**src/hdl/uartr_pkg.sv**
```systemverilog
`default_nettype none
package uartr_pkg;

    localparam logic [1:0] K_READ  = 2'd0;
    localparam logic [1:0] K_WRITE = 2'd1;
    localparam logic [1:0] K_RX    = 2'd2;

    localparam logic [2:0] OFF_RBR = 3'd0;
    localparam logic [2:0] OFF_IER = 3'd1;
    localparam logic [2:0] OFF_IIR = 3'd2;
    localparam logic [2:0] OFF_LCR = 3'd3;
    localparam logic [2:0] OFF_MCR = 3'd4;
    localparam logic [2:0] OFF_LSR = 3'd5;
    localparam logic [2:0] OFF_MSR = 3'd6;
    localparam logic [2:0] OFF_SCR = 3'd7;

    localparam logic [7:0] LSR_DR   = 8'h01;
    localparam logic [7:0] LSR_OE   = 8'h02;
    localparam logic [7:0] LSR_ERR  = 8'h1E;
    localparam logic [7:0] LSR_BI   = 8'h10;
    localparam logic [7:0] LSR_THRE = 8'h20;
    localparam logic [7:0] LSR_TEMT = 8'h40;

    localparam logic [3:0] IIR_LINE  = 4'h6;
    localparam logic [3:0] IIR_TMO   = 4'hC;
    localparam logic [3:0] IIR_RXD   = 4'h4;
    localparam logic [3:0] IIR_THRE  = 4'h2;
    localparam logic [3:0] IIR_MODEM = 4'h0;
    localparam logic [3:0] IIR_NONE  = 4'h1;

    localparam logic [7:0] FCR_MASK = 8'hC1;
    localparam int unsigned TRIG_14 = 14;

    typedef struct packed {
        logic [3:0] ier;
        logic [7:0] lsr;
        logic       tmo;
        logic       rx_ready;
        logic       tx_pend;
        logic [3:0] msr_low;
    } t_eval_in;

    typedef struct packed {
        logic       raise;
        logic [3:0] ident;
    } t_eval_out;

endpackage
`default_nettype wire

```
**src/hdl/uartr_ram.sv**
```systemverilog
`default_nettype none
module uartr_ram #(
    parameter int DEPTH = 16,
    parameter int WIDTH = 8,
    parameter int AW    = 4
) (
    input  wire logic             i_clk,
    input  wire logic             i_we,
    input  wire logic [AW-1:0]    i_waddr,
    input  wire logic [WIDTH-1:0] i_wdata,
    input  wire logic [AW-1:0]    i_raddr,
    output logic      [WIDTH-1:0] o_rdata
);
    logic [WIDTH-1:0] r_mem [DEPTH];

    always_ff @(posedge i_clk) begin
        if (i_we) begin
            r_mem[i_waddr] <= i_wdata;
        end
        o_rdata <= r_mem[i_raddr];
    end
endmodule
`default_nettype wire

```
**src/hdl/uartr_irq_eval.sv**
```systemverilog
`default_nettype none
module uartr_irq_eval (
    input  wire uartr_pkg::t_eval_in  i_ev,
    output uartr_pkg::t_eval_out      o_ev
);
    import uartr_pkg::*;

    // fixed priority: line status, timeout, rx data, thr empty, modem
    always_comb begin
        o_ev.raise = 1'b1;
        if (i_ev.ier[2] && ((i_ev.lsr & LSR_ERR) != 8'h00)) begin
            o_ev.ident = IIR_LINE;
        end else if (i_ev.ier[0] && i_ev.tmo) begin
            o_ev.ident = IIR_TMO;
        end else if (i_ev.ier[0] && i_ev.rx_ready) begin
            o_ev.ident = IIR_RXD;
        end else if (i_ev.ier[1] && i_ev.tx_pend && ((i_ev.lsr & LSR_THRE) != 8'h00)) begin
            o_ev.ident = IIR_THRE;
        end else if (i_ev.ier[3] && (i_ev.msr_low != 4'h0)) begin
            o_ev.ident = IIR_MODEM;
        end else begin
            o_ev.ident = IIR_NONE;
            o_ev.raise = 1'b0;
        end
    end
endmodule
`default_nettype wire

```
**src/hdl/uart_16550_registers_unit.sv**
```systemverilog
`default_nettype none
// channel | dir | handshake            | payload
// s       | in  | i_s_tvalid/o_s_tready | tuser kind, tlast rx_last, tdata offset/data/rx byte
// m       | out | o_m_tvalid/i_m_tready | tdata read_data, tx_valid, tx_byte, irq, rx_accepted
// An item passes through accept, execute, drain check and finish; each byte that a drain
// moves from the receive store into the visible FIFO or holding register (up to
// FIFO_DEPTH bytes on a drain) adds a drain write and a return to the drain check.
// The result is registered in the finish step.
// Reset (synchronous, active low) clears the UART registers and pointers; the store
// needs no clearing. A new item is taken as soon as the previous one is finished, even
// while its result still waits in the output register; a held result stalls the next finish.
module uart_16550_registers_unit #(
    parameter int RX_CAPACITY = 256,
    parameter int FIFO_DEPTH  = 16
) (
    input  wire logic        i_clk,
    input  wire logic        i_rst_n,
    input  wire logic        i_s_tvalid,
    output logic             o_s_tready,
    input  wire logic [23:0] i_s_tdata,  // reg_offset[2:0], write_data[10:3], rx_byte[18:11]
    input  wire logic [1:0]  i_s_tuser,  // kind[1:0]
    input  wire logic        i_s_tlast,  // rx_last
    output logic             o_m_tvalid,
    input  wire logic        i_m_tready,
    output logic [23:0]      o_m_tdata   // read_data[7:0], tx_valid[8], tx_byte[16:9],
                                         // irq[17], rx_accepted[18]
);
    import uartr_pkg::*;

    localparam int RAW = (RX_CAPACITY > 1) ? $clog2(RX_CAPACITY) : 1;
    localparam int CW  = $clog2(RX_CAPACITY + 1);
    localparam int VAW = $clog2(FIFO_DEPTH);
    localparam int VCW = $clog2(FIFO_DEPTH + 1);

    typedef enum logic [2:0] {S_IDLE, S_EXEC, S_DRD, S_DWR, S_FIN} t_state;

    t_state         r_state;
    logic [7:0]     r_lcr, r_msr, r_lsr, r_fcr, r_dll, r_dlh, r_scr, r_hold;
    logic [3:0]     r_ier, r_iir;
    logic [4:0]     r_mcr;
    logic           r_txp, r_tmo;
    logic [RAW-1:0] r_rx_head;
    logic [CW-1:0]  r_rx_cnt;
    logic [VAW-1:0] r_vis_head;
    logic [VCW-1:0] r_vis_cnt;

    logic [1:0]     r_kind;
    logic [2:0]     r_off;
    logic [7:0]     r_wd, r_rb;
    logic           r_last;
    logic [7:0]     r_res_rd, r_res_txb;
    logic           r_res_txv, r_res_acc;
    logic           r_do_drain, r_do_eval, r_eval2x, r_set_thre;
    logic           r_m_valid;
    logic [23:0]    r_m_data;

    logic [7:0]     rx_rdata, vis_rdata;
    logic           rx_we, vis_we;
    logic [RAW-1:0] rx_waddr;
    logic [VAW-1:0] vis_waddr;

    logic           fifo_on, dlab, full, drain_cond, rx_ready;
    logic [CW:0]    queued, rx_sum;
    logic [VCW:0]   vis_sum;
    logic [VCW-1:0] trig;
    logic [RAW-1:0] rx_head_inc;
    logic [VAW-1:0] vis_head_inc;
    logic [7:0]     msr_old, msr_new;
    logic [3:0]     delta;
    t_eval_in       ev_a_in, ev_b_in;
    t_eval_out      ev_a, ev_b;

    function automatic logic [7:0] msr_view(input logic [4:0] mcr, input logic [7:0] msr);
        logic [7:0] v;
        v = msr;
        if (mcr[4]) begin
            v = {mcr[3], mcr[2], mcr[0], mcr[1], msr[3:0]};
        end
        return v;
    endfunction

    assign fifo_on = r_fcr[0];
    assign dlab    = r_lcr[7];

    always_comb begin
        queued = {1'b0, r_rx_cnt} + (fifo_on ? (CW+1)'(r_vis_cnt) : (CW+1)'(r_lsr[0]));
        full   = (queued >= (CW+1)'(RX_CAPACITY));
        rx_sum = (CW+1)'(r_rx_head) + (CW+1)'(r_rx_cnt);
        if (rx_sum >= (CW+1)'(RX_CAPACITY)) begin
            rx_waddr = RAW'(rx_sum - (CW+1)'(RX_CAPACITY));
        end else begin
            rx_waddr = RAW'(rx_sum);
        end
        vis_sum = (VCW+1)'(r_vis_head) + (VCW+1)'(r_vis_cnt);
        if (vis_sum >= (VCW+1)'(FIFO_DEPTH)) begin
            vis_waddr = VAW'(vis_sum - (VCW+1)'(FIFO_DEPTH));
        end else begin
            vis_waddr = VAW'(vis_sum);
        end
        rx_head_inc  = (r_rx_head == RAW'(RX_CAPACITY - 1)) ? '0 : r_rx_head + 1'b1;
        vis_head_inc = (r_vis_head == VAW'(FIFO_DEPTH - 1)) ? '0 : r_vis_head + 1'b1;
        case (r_fcr[7:6])
            2'b01:   trig = VCW'(4);
            2'b10:   trig = VCW'(8);
            2'b11:   trig = VCW'(TRIG_14);
            default: trig = VCW'(1);
        endcase
        rx_ready = fifo_on ? ((r_vis_cnt != '0) && (r_vis_cnt >= trig)) : r_lsr[0];
        if (fifo_on) begin
            drain_cond = (r_rx_cnt != '0) && (r_vis_cnt < VCW'(FIFO_DEPTH));
        end else begin
            drain_cond = !r_lsr[0] && (r_rx_cnt != '0);
        end
        msr_old = msr_view(r_mcr, r_msr);
        msr_new = msr_view(r_wd[4:0], r_msr);
        delta   = {(msr_old[7] ^ msr_new[7]), (msr_old[6] & !msr_new[6]),
                   (msr_old[5] ^ msr_new[5]), (msr_old[4] ^ msr_new[4])};
        rx_we   = (r_state == S_EXEC) && !full &&
                  ((r_kind == K_RX) ||
                   ((r_kind == K_WRITE) && (r_off == OFF_RBR) && !dlab && r_mcr[4]));
        vis_we  = (r_state == S_DWR) && fifo_on;

        ev_a_in.ier      = r_ier;
        ev_a_in.lsr      = r_lsr;
        ev_a_in.tmo      = r_tmo;
        ev_a_in.rx_ready = rx_ready;
        ev_a_in.tx_pend  = r_txp;
        ev_a_in.msr_low  = r_msr[3:0];
        ev_b_in          = ev_a_in;
        if (r_set_thre) begin
            ev_b_in.lsr     = r_lsr | LSR_THRE | LSR_TEMT;
            ev_b_in.tx_pend = 1'b1;
        end
    end

    uartr_ram #(.DEPTH(RX_CAPACITY), .WIDTH(8), .AW(RAW)) u_rx_ram (
        .i_clk  (i_clk),
        .i_we   (rx_we),
        .i_waddr(rx_waddr),
        .i_wdata((r_kind == K_RX) ? r_rb : r_wd),
        .i_raddr(r_rx_head),
        .o_rdata(rx_rdata)
    );

    uartr_ram #(.DEPTH(FIFO_DEPTH), .WIDTH(8), .AW(VAW)) u_vis_ram (
        .i_clk  (i_clk),
        .i_we   (vis_we),
        .i_waddr(vis_waddr),
        .i_wdata(rx_rdata),
        .i_raddr(r_vis_head),
        .o_rdata(vis_rdata)
    );

    uartr_irq_eval u_eval_a (.i_ev(ev_a_in), .o_ev(ev_a));
    uartr_irq_eval u_eval_b (.i_ev(ev_b_in), .o_ev(ev_b));

    assign o_s_tready = (r_state == S_IDLE);
    assign o_m_tvalid = r_m_valid;
    assign o_m_tdata  = r_m_data;

    always_ff @(posedge i_clk) begin
        if (!i_rst_n) begin
            r_state    <= S_IDLE;
            r_lcr      <= '0;
            r_ier      <= '0;
            r_mcr      <= '0;
            r_msr      <= '0;
            r_lsr      <= LSR_THRE | LSR_TEMT;
            r_fcr      <= '0;
            r_iir      <= IIR_NONE;
            r_dll      <= '0;
            r_dlh      <= '0;
            r_scr      <= '0;
            r_hold     <= '0;
            r_txp      <= 1'b0;
            r_tmo      <= 1'b0;
            r_rx_head  <= '0;
            r_rx_cnt   <= '0;
            r_vis_head <= '0;
            r_vis_cnt  <= '0;
            r_m_valid  <= 1'b0;
            r_do_drain <= 1'b0;
            r_do_eval  <= 1'b0;
            r_eval2x   <= 1'b0;
            r_set_thre <= 1'b0;
        end else begin
            if ((r_state == S_FIN) && (!r_m_valid || i_m_tready)) begin
                r_m_valid <= 1'b1;
            end else if (r_m_valid && i_m_tready) begin
                r_m_valid <= 1'b0;
            end
            case (r_state)
                S_IDLE: begin
                    if (i_s_tvalid) begin
                        r_kind     <= i_s_tuser;
                        r_off      <= i_s_tdata[2:0];
                        r_wd       <= i_s_tdata[10:3];
                        r_rb       <= i_s_tdata[18:11];
                        r_last     <= i_s_tlast;
                        r_res_rd   <= '0;
                        r_res_txv  <= 1'b0;
                        r_res_txb  <= '0;
                        r_res_acc  <= 1'b0;
                        r_do_drain <= 1'b0;
                        r_do_eval  <= 1'b0;
                        r_eval2x   <= 1'b0;
                        r_set_thre <= 1'b0;
                        r_state    <= S_EXEC;
                    end
                end
                S_EXEC: begin
                    case (r_kind)
                        K_READ: begin
                            case (r_off)
                                OFF_RBR: begin
                                    if (dlab) begin
                                        r_res_rd <= r_dll;
                                    end else begin
                                        if (fifo_on) begin
                                            if (r_vis_cnt != '0) begin
                                                r_res_rd   <= vis_rdata;
                                                r_vis_head <= vis_head_inc;
                                                r_vis_cnt  <= r_vis_cnt - 1'b1;
                                            end
                                        end else if (r_lsr[0]) begin
                                            r_res_rd <= r_hold;
                                            r_lsr    <= r_lsr & ~LSR_DR;
                                        end
                                        r_tmo      <= 1'b0;
                                        r_do_drain <= 1'b1;
                                        r_do_eval  <= 1'b1;
                                    end
                                end
                                OFF_IER: r_res_rd <= dlab ? r_dlh : {4'h0, r_ier};
                                OFF_IIR: begin
                                    r_res_rd <= {(fifo_on ? 2'b11 : 2'b00), 2'b00, r_iir};
                                    if (r_iir == IIR_THRE) begin
                                        r_txp     <= 1'b0;
                                        r_do_eval <= 1'b1;
                                    end
                                end
                                OFF_LCR: r_res_rd <= r_lcr;
                                OFF_MCR: r_res_rd <= {3'b000, r_mcr};
                                OFF_LSR: begin
                                    r_res_rd <= r_lsr;
                                    if ((r_lsr & LSR_ERR) != 8'h00) begin
                                        r_lsr     <= r_lsr & ~LSR_ERR;
                                        r_do_eval <= 1'b1;
                                    end
                                end
                                OFF_MSR: begin
                                    r_res_rd  <= msr_old;
                                    r_msr     <= {r_msr[7:4], 4'h0};
                                    r_do_eval <= 1'b1;
                                end
                                default: r_res_rd <= r_scr;
                            endcase
                        end
                        K_WRITE: begin
                            case (r_off)
                                OFF_RBR: begin
                                    if (dlab) begin
                                        r_dll <= r_wd;
                                    end else begin
                                        if (r_mcr[4]) begin
                                            // loopback: byte goes back into the receiver
                                            r_lsr <= (r_lsr & ~(LSR_THRE | LSR_TEMT)) |
                                                     (full ? LSR_OE : 8'h00);
                                            if (!full) begin
                                                r_rx_cnt <= r_rx_cnt + 1'b1;
                                            end
                                            r_do_drain <= 1'b1;
                                            r_eval2x   <= 1'b1;
                                        end else begin
                                            r_res_txv <= 1'b1;
                                            r_res_txb <= r_wd;
                                        end
                                        r_set_thre <= 1'b1;
                                        r_do_eval  <= 1'b1;
                                    end
                                end
                                OFF_IER: begin
                                    if (dlab) begin
                                        r_dlh <= r_wd;
                                    end else begin
                                        r_ier <= r_wd[3:0];
                                        if (r_ier[1] != r_wd[1]) begin
                                            r_txp <= r_wd[1] & r_lsr[5];
                                        end
                                        r_do_eval <= 1'b1;
                                    end
                                end
                                OFF_IIR: begin
                                    r_fcr <= r_wd & FCR_MASK;
                                    if (r_wd[1]) begin
                                        r_vis_head <= '0;
                                        r_vis_cnt  <= '0;
                                        r_rx_head  <= '0;
                                        r_rx_cnt   <= '0;
                                        r_hold     <= '0;
                                        r_tmo      <= 1'b0;
                                        r_lsr      <= r_lsr & ~(LSR_DR | LSR_ERR);
                                    end else begin
                                        r_do_drain <= 1'b1;
                                    end
                                    r_set_thre <= r_wd[2];
                                    r_do_eval  <= 1'b1;
                                end
                                OFF_LCR: begin
                                    r_lcr <= r_wd;
                                    if (r_wd[6] && !r_lcr[6]) begin
                                        r_lsr  <= r_lsr | LSR_BI | LSR_DR;
                                        r_hold <= '0;
                                    end
                                    r_do_eval <= 1'b1;
                                end
                                OFF_MCR: begin
                                    r_mcr     <= r_wd[4:0];
                                    r_msr     <= {msr_new[7:4], r_msr[3:0] | delta};
                                    r_do_eval <= 1'b1;
                                end
                                OFF_SCR: r_scr <= r_wd;
                                default: ;
                            endcase
                        end
                        K_RX: begin
                            if (full) begin
                                r_lsr <= r_lsr | LSR_OE;
                            end else begin
                                r_rx_cnt  <= r_rx_cnt + 1'b1;
                                r_res_acc <= 1'b1;
                            end
                            r_do_drain <= r_last;
                            r_do_eval  <= r_last;
                        end
                        default: ;
                    endcase
                    r_state <= S_DRD;
                end
                S_DRD: begin
                    if (r_do_drain && drain_cond) begin
                        r_state <= S_DWR;
                    end else begin
                        if (r_do_drain) begin
                            if (fifo_on) begin
                                r_lsr[0] <= (r_vis_cnt != '0);
                                r_tmo    <= (r_vis_cnt != '0) && (r_vis_cnt < trig);
                            end else begin
                                r_tmo <= 1'b0;
                            end
                        end
                        r_state <= S_FIN;
                    end
                end
                S_DWR: begin
                    if (fifo_on) begin
                        r_vis_cnt <= r_vis_cnt + 1'b1;
                    end else begin
                        r_hold   <= rx_rdata;
                        r_lsr[0] <= 1'b1;
                    end
                    r_rx_head <= rx_head_inc;
                    r_rx_cnt  <= r_rx_cnt - 1'b1;
                    r_state   <= S_DRD;
                end
                S_FIN: begin
                    if (!r_m_valid || i_m_tready) begin
                        if (r_set_thre) begin
                            r_lsr <= r_lsr | LSR_THRE | LSR_TEMT;
                            r_txp <= 1'b1;
                        end
                        if (r_do_eval) begin
                            r_iir <= ev_b.ident;
                        end
                        r_m_data  <= {5'b00000, r_res_acc,
                                      (r_eval2x & ev_a.raise) | (r_do_eval & ev_b.raise),
                                      r_res_txb, r_res_txv, r_res_rd};
                        r_state   <= S_IDLE;
                    end
                end
                default: r_state <= S_IDLE;
            endcase
        end
    end
endmodule
`default_nettype wire
```
**config.mk**
```make
export PLATFORM = sky130hd
export DESIGN_NAME = uart_16550_registers_unit
export DESIGN_NICKNAME = d
export VERILOG_FILES = /design/src/hdl/uartr_pkg.sv /design/src/hdl/uartr_ram.sv /design/src/hdl/uartr_irq_eval.sv /design/src/hdl/uart_16550_registers_unit.sv
export SDC_FILE = /design/constraint.sdc
export NUM_CORES = 2
export LEC_CHECK = 0
export ABC_AREA = 1
export ABC_CLOCK_PERIOD_IN_PS = 18100
export BUFFER_PORTS_ARGS = -buffer_cell sky130_fd_sc_hd__buf_4
export CAP_MARGIN = 0
export CORE_MARGIN = 8
export CORE_UTILIZATION = 45
export CTS_BUF_LIST = sky130_fd_sc_hd__clkbuf_16
export CTS_CLUSTER_SIZE = 12
export DETAILED_ROUTE_END_ITERATION = 7
export PLACE_DENSITY_LB_ADDON = 0.1
export RECOVER_POWER = 50
export SYNTH_ARGS = -nofsm -noshare
export SYNTH_HDL_FRONTEND = slang
export SYNTH_SLANG_ARGS = --single-unit
```
**constraint.sdc**
```tcl
create_clock -name i_clk -period 18.1 [get_ports i_clk]
set_clock_uncertainty 0.1 [all_clocks]
set_input_delay 2.715 -clock i_clk [delete_from_list [all_inputs] [get_ports i_clk]]
set_output_delay 2.715 -clock i_clk [all_outputs]
set_load 0.005 [all_outputs]
```
==> run metrics <==
PD cells 115 nW/um^2; vias per inst 5.46; Hold EP o_m_tdata[11]$_DFFE_PP_; Clock Sinks 2356; Pleak 0.0398 uW; reg2reg path depth 9; Die Height approximately 480 microns; number of max-cap violations 30; final hold vios 0; Min-Delay Path Class reg -> reg; initial antenna violation count 6; residual DRC count 0; Hold Path Cell Cnt 0; fillers 19600; dpl cells between 10000 and 15000; final period utilization 0.607; RSZ-0062 raised after global routing false; drt total wl between 200000 and 300000 microns; Die W slightly below 500 microns; root buf cell clkbuf_16; I/O pin count 57; hold path start r_res_txb[2]$_SDFFCE_PN0P_; Layout area overhead 10.6%; Seq/Total Area, Yosys 0.705; hold-fix buffers at CTS 0; critical-path maximum fanout 72; core area 219000 sq um; CTS Buffer Depth 4; worst flop-to-flop path startpoint r_kind[0]$_DFFE_PP_; outcome finished, violations left; Netlist Area Pre-Place a little under 100000 sq um; Final Setup Violations 0; fin nets between 8000 and 9000; Slew Limit Fails a little over 2000; Async SR Flop Fraction 0; Starting Density 0.451; WL/cell between 20 and 25 microns; PortBufs 46; CP required about 19000 ps; CTS tree yes; setup slack, reg-to-reg a little over 7000 ps; multi-input combinational cell area about 25000 sq um; WP data arrival about 11000 ps; CTS Buf Count 275; Initial DRT Pass Iterations 6; Slew headroom -4.16; TNS Setup 0 ps; Clock transition at path regs around 60 ps; WS Path Type reg -> reg; yosys warns 0; violations in the final reports max-capacitance violations, max-slew violations; post-CTS sizing 0; Post-Layout Cell Count ~12000; RD Place Congestion about 0.9; Synth Register Bits 2356; Max Freq 91.0 MHz; average size of a mapped cell 10.9 sq um; Syn Inst Count 9056; Final min period 10990 ps; largest net degree at the start of global routing 185; H-tree levels 5; worst skew pair latency approximately 900 ps; DIE AREA 234000 sq um; overall fraction of global-route tracks in use 0.226; EDFF count, synth 2235; layout cells sized above 1 0.0520; first-pass GRT wire length 407000 microns; r2r endpoint u_rx_ram.r_mem[217][3]$_DFFE_PP_; CP endpoint kind flip-flop; ANT nets after route 0; HPWL after detailed placement 151000 microns; Max VDD drop 0.0885 mV; register area 69600 sq um; FP Rows 172; Startpoint Class flip-flop; Cell variety after synth 54; total setup buffers inserted after CTS 0; Vias 65400; Primary FF master, synth edfxtp_1; vias in the first global route 62900; worst-margin pin slew 7750 ps; First DRT Iteration DRCs slightly below 7000; GRT overflow 0
[cells by family (layout without fill, tap and decap cells)]
family / count (synthesis) / in the layout / synth area share
xor+xnor: 20 / 20 / 0.00178
other cells: 1 / 7 / 0.0000380
flops: 2356 / 2356 / 0.705
fa+ha+maj: 30 / 30 / 0.00396
simple gates: 4968 / 4968 / 0.211
mux: 1 / 1 / 0.000101
buf+inv: 1058 / 1099 / 0.0426
compound gates: 622 / 622 / 0.0355
[cell usage in the layout, fill, tap and decap left out, types with 8 or more instances in the layout]
cell type,n
a21oi_1,134
a22oi_1,14
buf_4,56
bufinv_16,9
clkbuf_1,35
clkbuf_16,284
clkbuf_4,42
clkinv_1,64
clkinv_2,20
dfxtp_1,115
edfxtp_1,2235
ha_1,28
inv_1,568
nand2_1,2561
nand3_1,1541
nand3_4,11
nand4_1,12
nor2_1,804
nor3_1,15
o211ai_1,52
o21ai_0,343
o221ai_1,24
o22ai_1,15
xnor2_1,8
xor2_1,12
[sequential cells by signal (all words and copies together) (netlist names), 4 cells and up]
name	count
u_rx_ram.r_mem	2048
u_vis_ram.r_mem	128
o_m_tdata	19
r_rx_cnt	9
r_dlh	8
r_dll	8
r_hold	8
r_lcr	8
r_msr	8
r_rb	8
r_res_rd	8
r_res_txb	8
r_rx_head	8
r_scr	8
r_wd	8
u_rx_ram.o_rdata	8
u_vis_ram.o_rdata	8
r_lsr	5
r_mcr	5
r_vis_cnt	5
r_ier	4
r_iir	4
r_vis_head	4
[cells in the mapped netlist (52+ instances only)]
| master | instances | area (sq um) |
|---|---|---|
| o211ai_1 | 52 | 390 |
| o21ai_0 | 342 | 1710 |
| clkbuf_1 | 321 | 1200 |
| a21oi_1 | 134 | 671 |
| inv_1 | 498 | 1870 |
| buf_2 | 127 | 636 |
| nor2_1 | 805 | 3020 |
| edfxtp_1 | 2235 | 67100 |
| dfxtp_1 | 121 | 2420 |
| nand2_1 | 2560 | 9610 |
| nand3_1 | 1547 | 7740 |
| buf_1 | 82 | 308 |
[where the power goes]
part           switching [uW]  internal (uW)  leakage [uW]
Sequential               75.3           6140        0.0211
Combinational             970            275        0.0145
Clock                    2110           2930       0.00419
[worst max-delay path, stage by stage (launching register included)]
cell	delay, ps
edfxtp_1	400
inv_1	100
ha_1	280
clkbuf_1	700
nand2_1	220
o21ai_4	100
clkbuf_1	2040
clkbuf_1	2770
clkbuf_1	2750
buf_4	970
[per-layer routing]
metal  global-route usage  vias up  part of all wire
met2                0.355     2124              0.46
met4               0.0667        0             0.028
met3               0.0392      404             0.067
li1                     -    30900                 -
met1                0.323    32000              0.44
met5                    0        -                 0
[through the flow]
stage          utilization  power, uW  cell area (sq um)  hold slack (ps)  worst slack [ps]
2_1_floorplan            -       7140              98700              300              4900
3_3_place_gp         0.463       7550             101000              302             11900
3_5_place_dp         0.463       7560             101000              305             11860
4_1_cts              0.500      12600             109000              318             12250
5_1_grt              0.499      12900             109000              322              6290
6_report             0.499      12500             109000              316              7110
[final cells by class]
class                   instances  share of cell area
clock buffers                 284              0.0651
inverters                     515              0.0180
repair buffers                139             0.00905
diodes                          2           0.0000459
flip-flops and latches       2356               0.637
well taps                    2871              0.0329
clock inverters               161             0.00828
multi-input cells            5646               0.229
[worst max-delay path by stage]
| stage | startpoint | end | slack, ps | depth (start not counted) |
|---|---|---|---|---|
| 2_1_floorplan | r_kind[0]$_DFFE_PP_ | u_rx_ram.r_mem[0][6]$_DFFE_PP_ | 4900 | 5 |
| 3_3_place_gp | i_s_tvalid | u_rx_ram.r_mem[11][1]$_DFFE_PP_ | 11900 | 11 |
| 3_5_place_dp | i_s_tvalid | u_rx_ram.r_mem[28][2]$_DFFE_PP_ | 11860 | 11 |
| 4_1_cts | r_rx_head[0]$_SDFFE_PN0P_ | u_rx_ram.o_rdata[0]$_DFF_P_ | 12250 | 14 |
| 5_1_grt | r_kind[0]$_DFFE_PP_ | u_rx_ram.r_mem[217][3]$_DFFE_PP_ | 6290 | 9 |
| 6_report | r_kind[0]$_DFFE_PP_ | u_rx_ram.r_mem[217][3]$_DFFE_PP_ | 7110 | 9 |
Power figures use the tool's default switching activity.
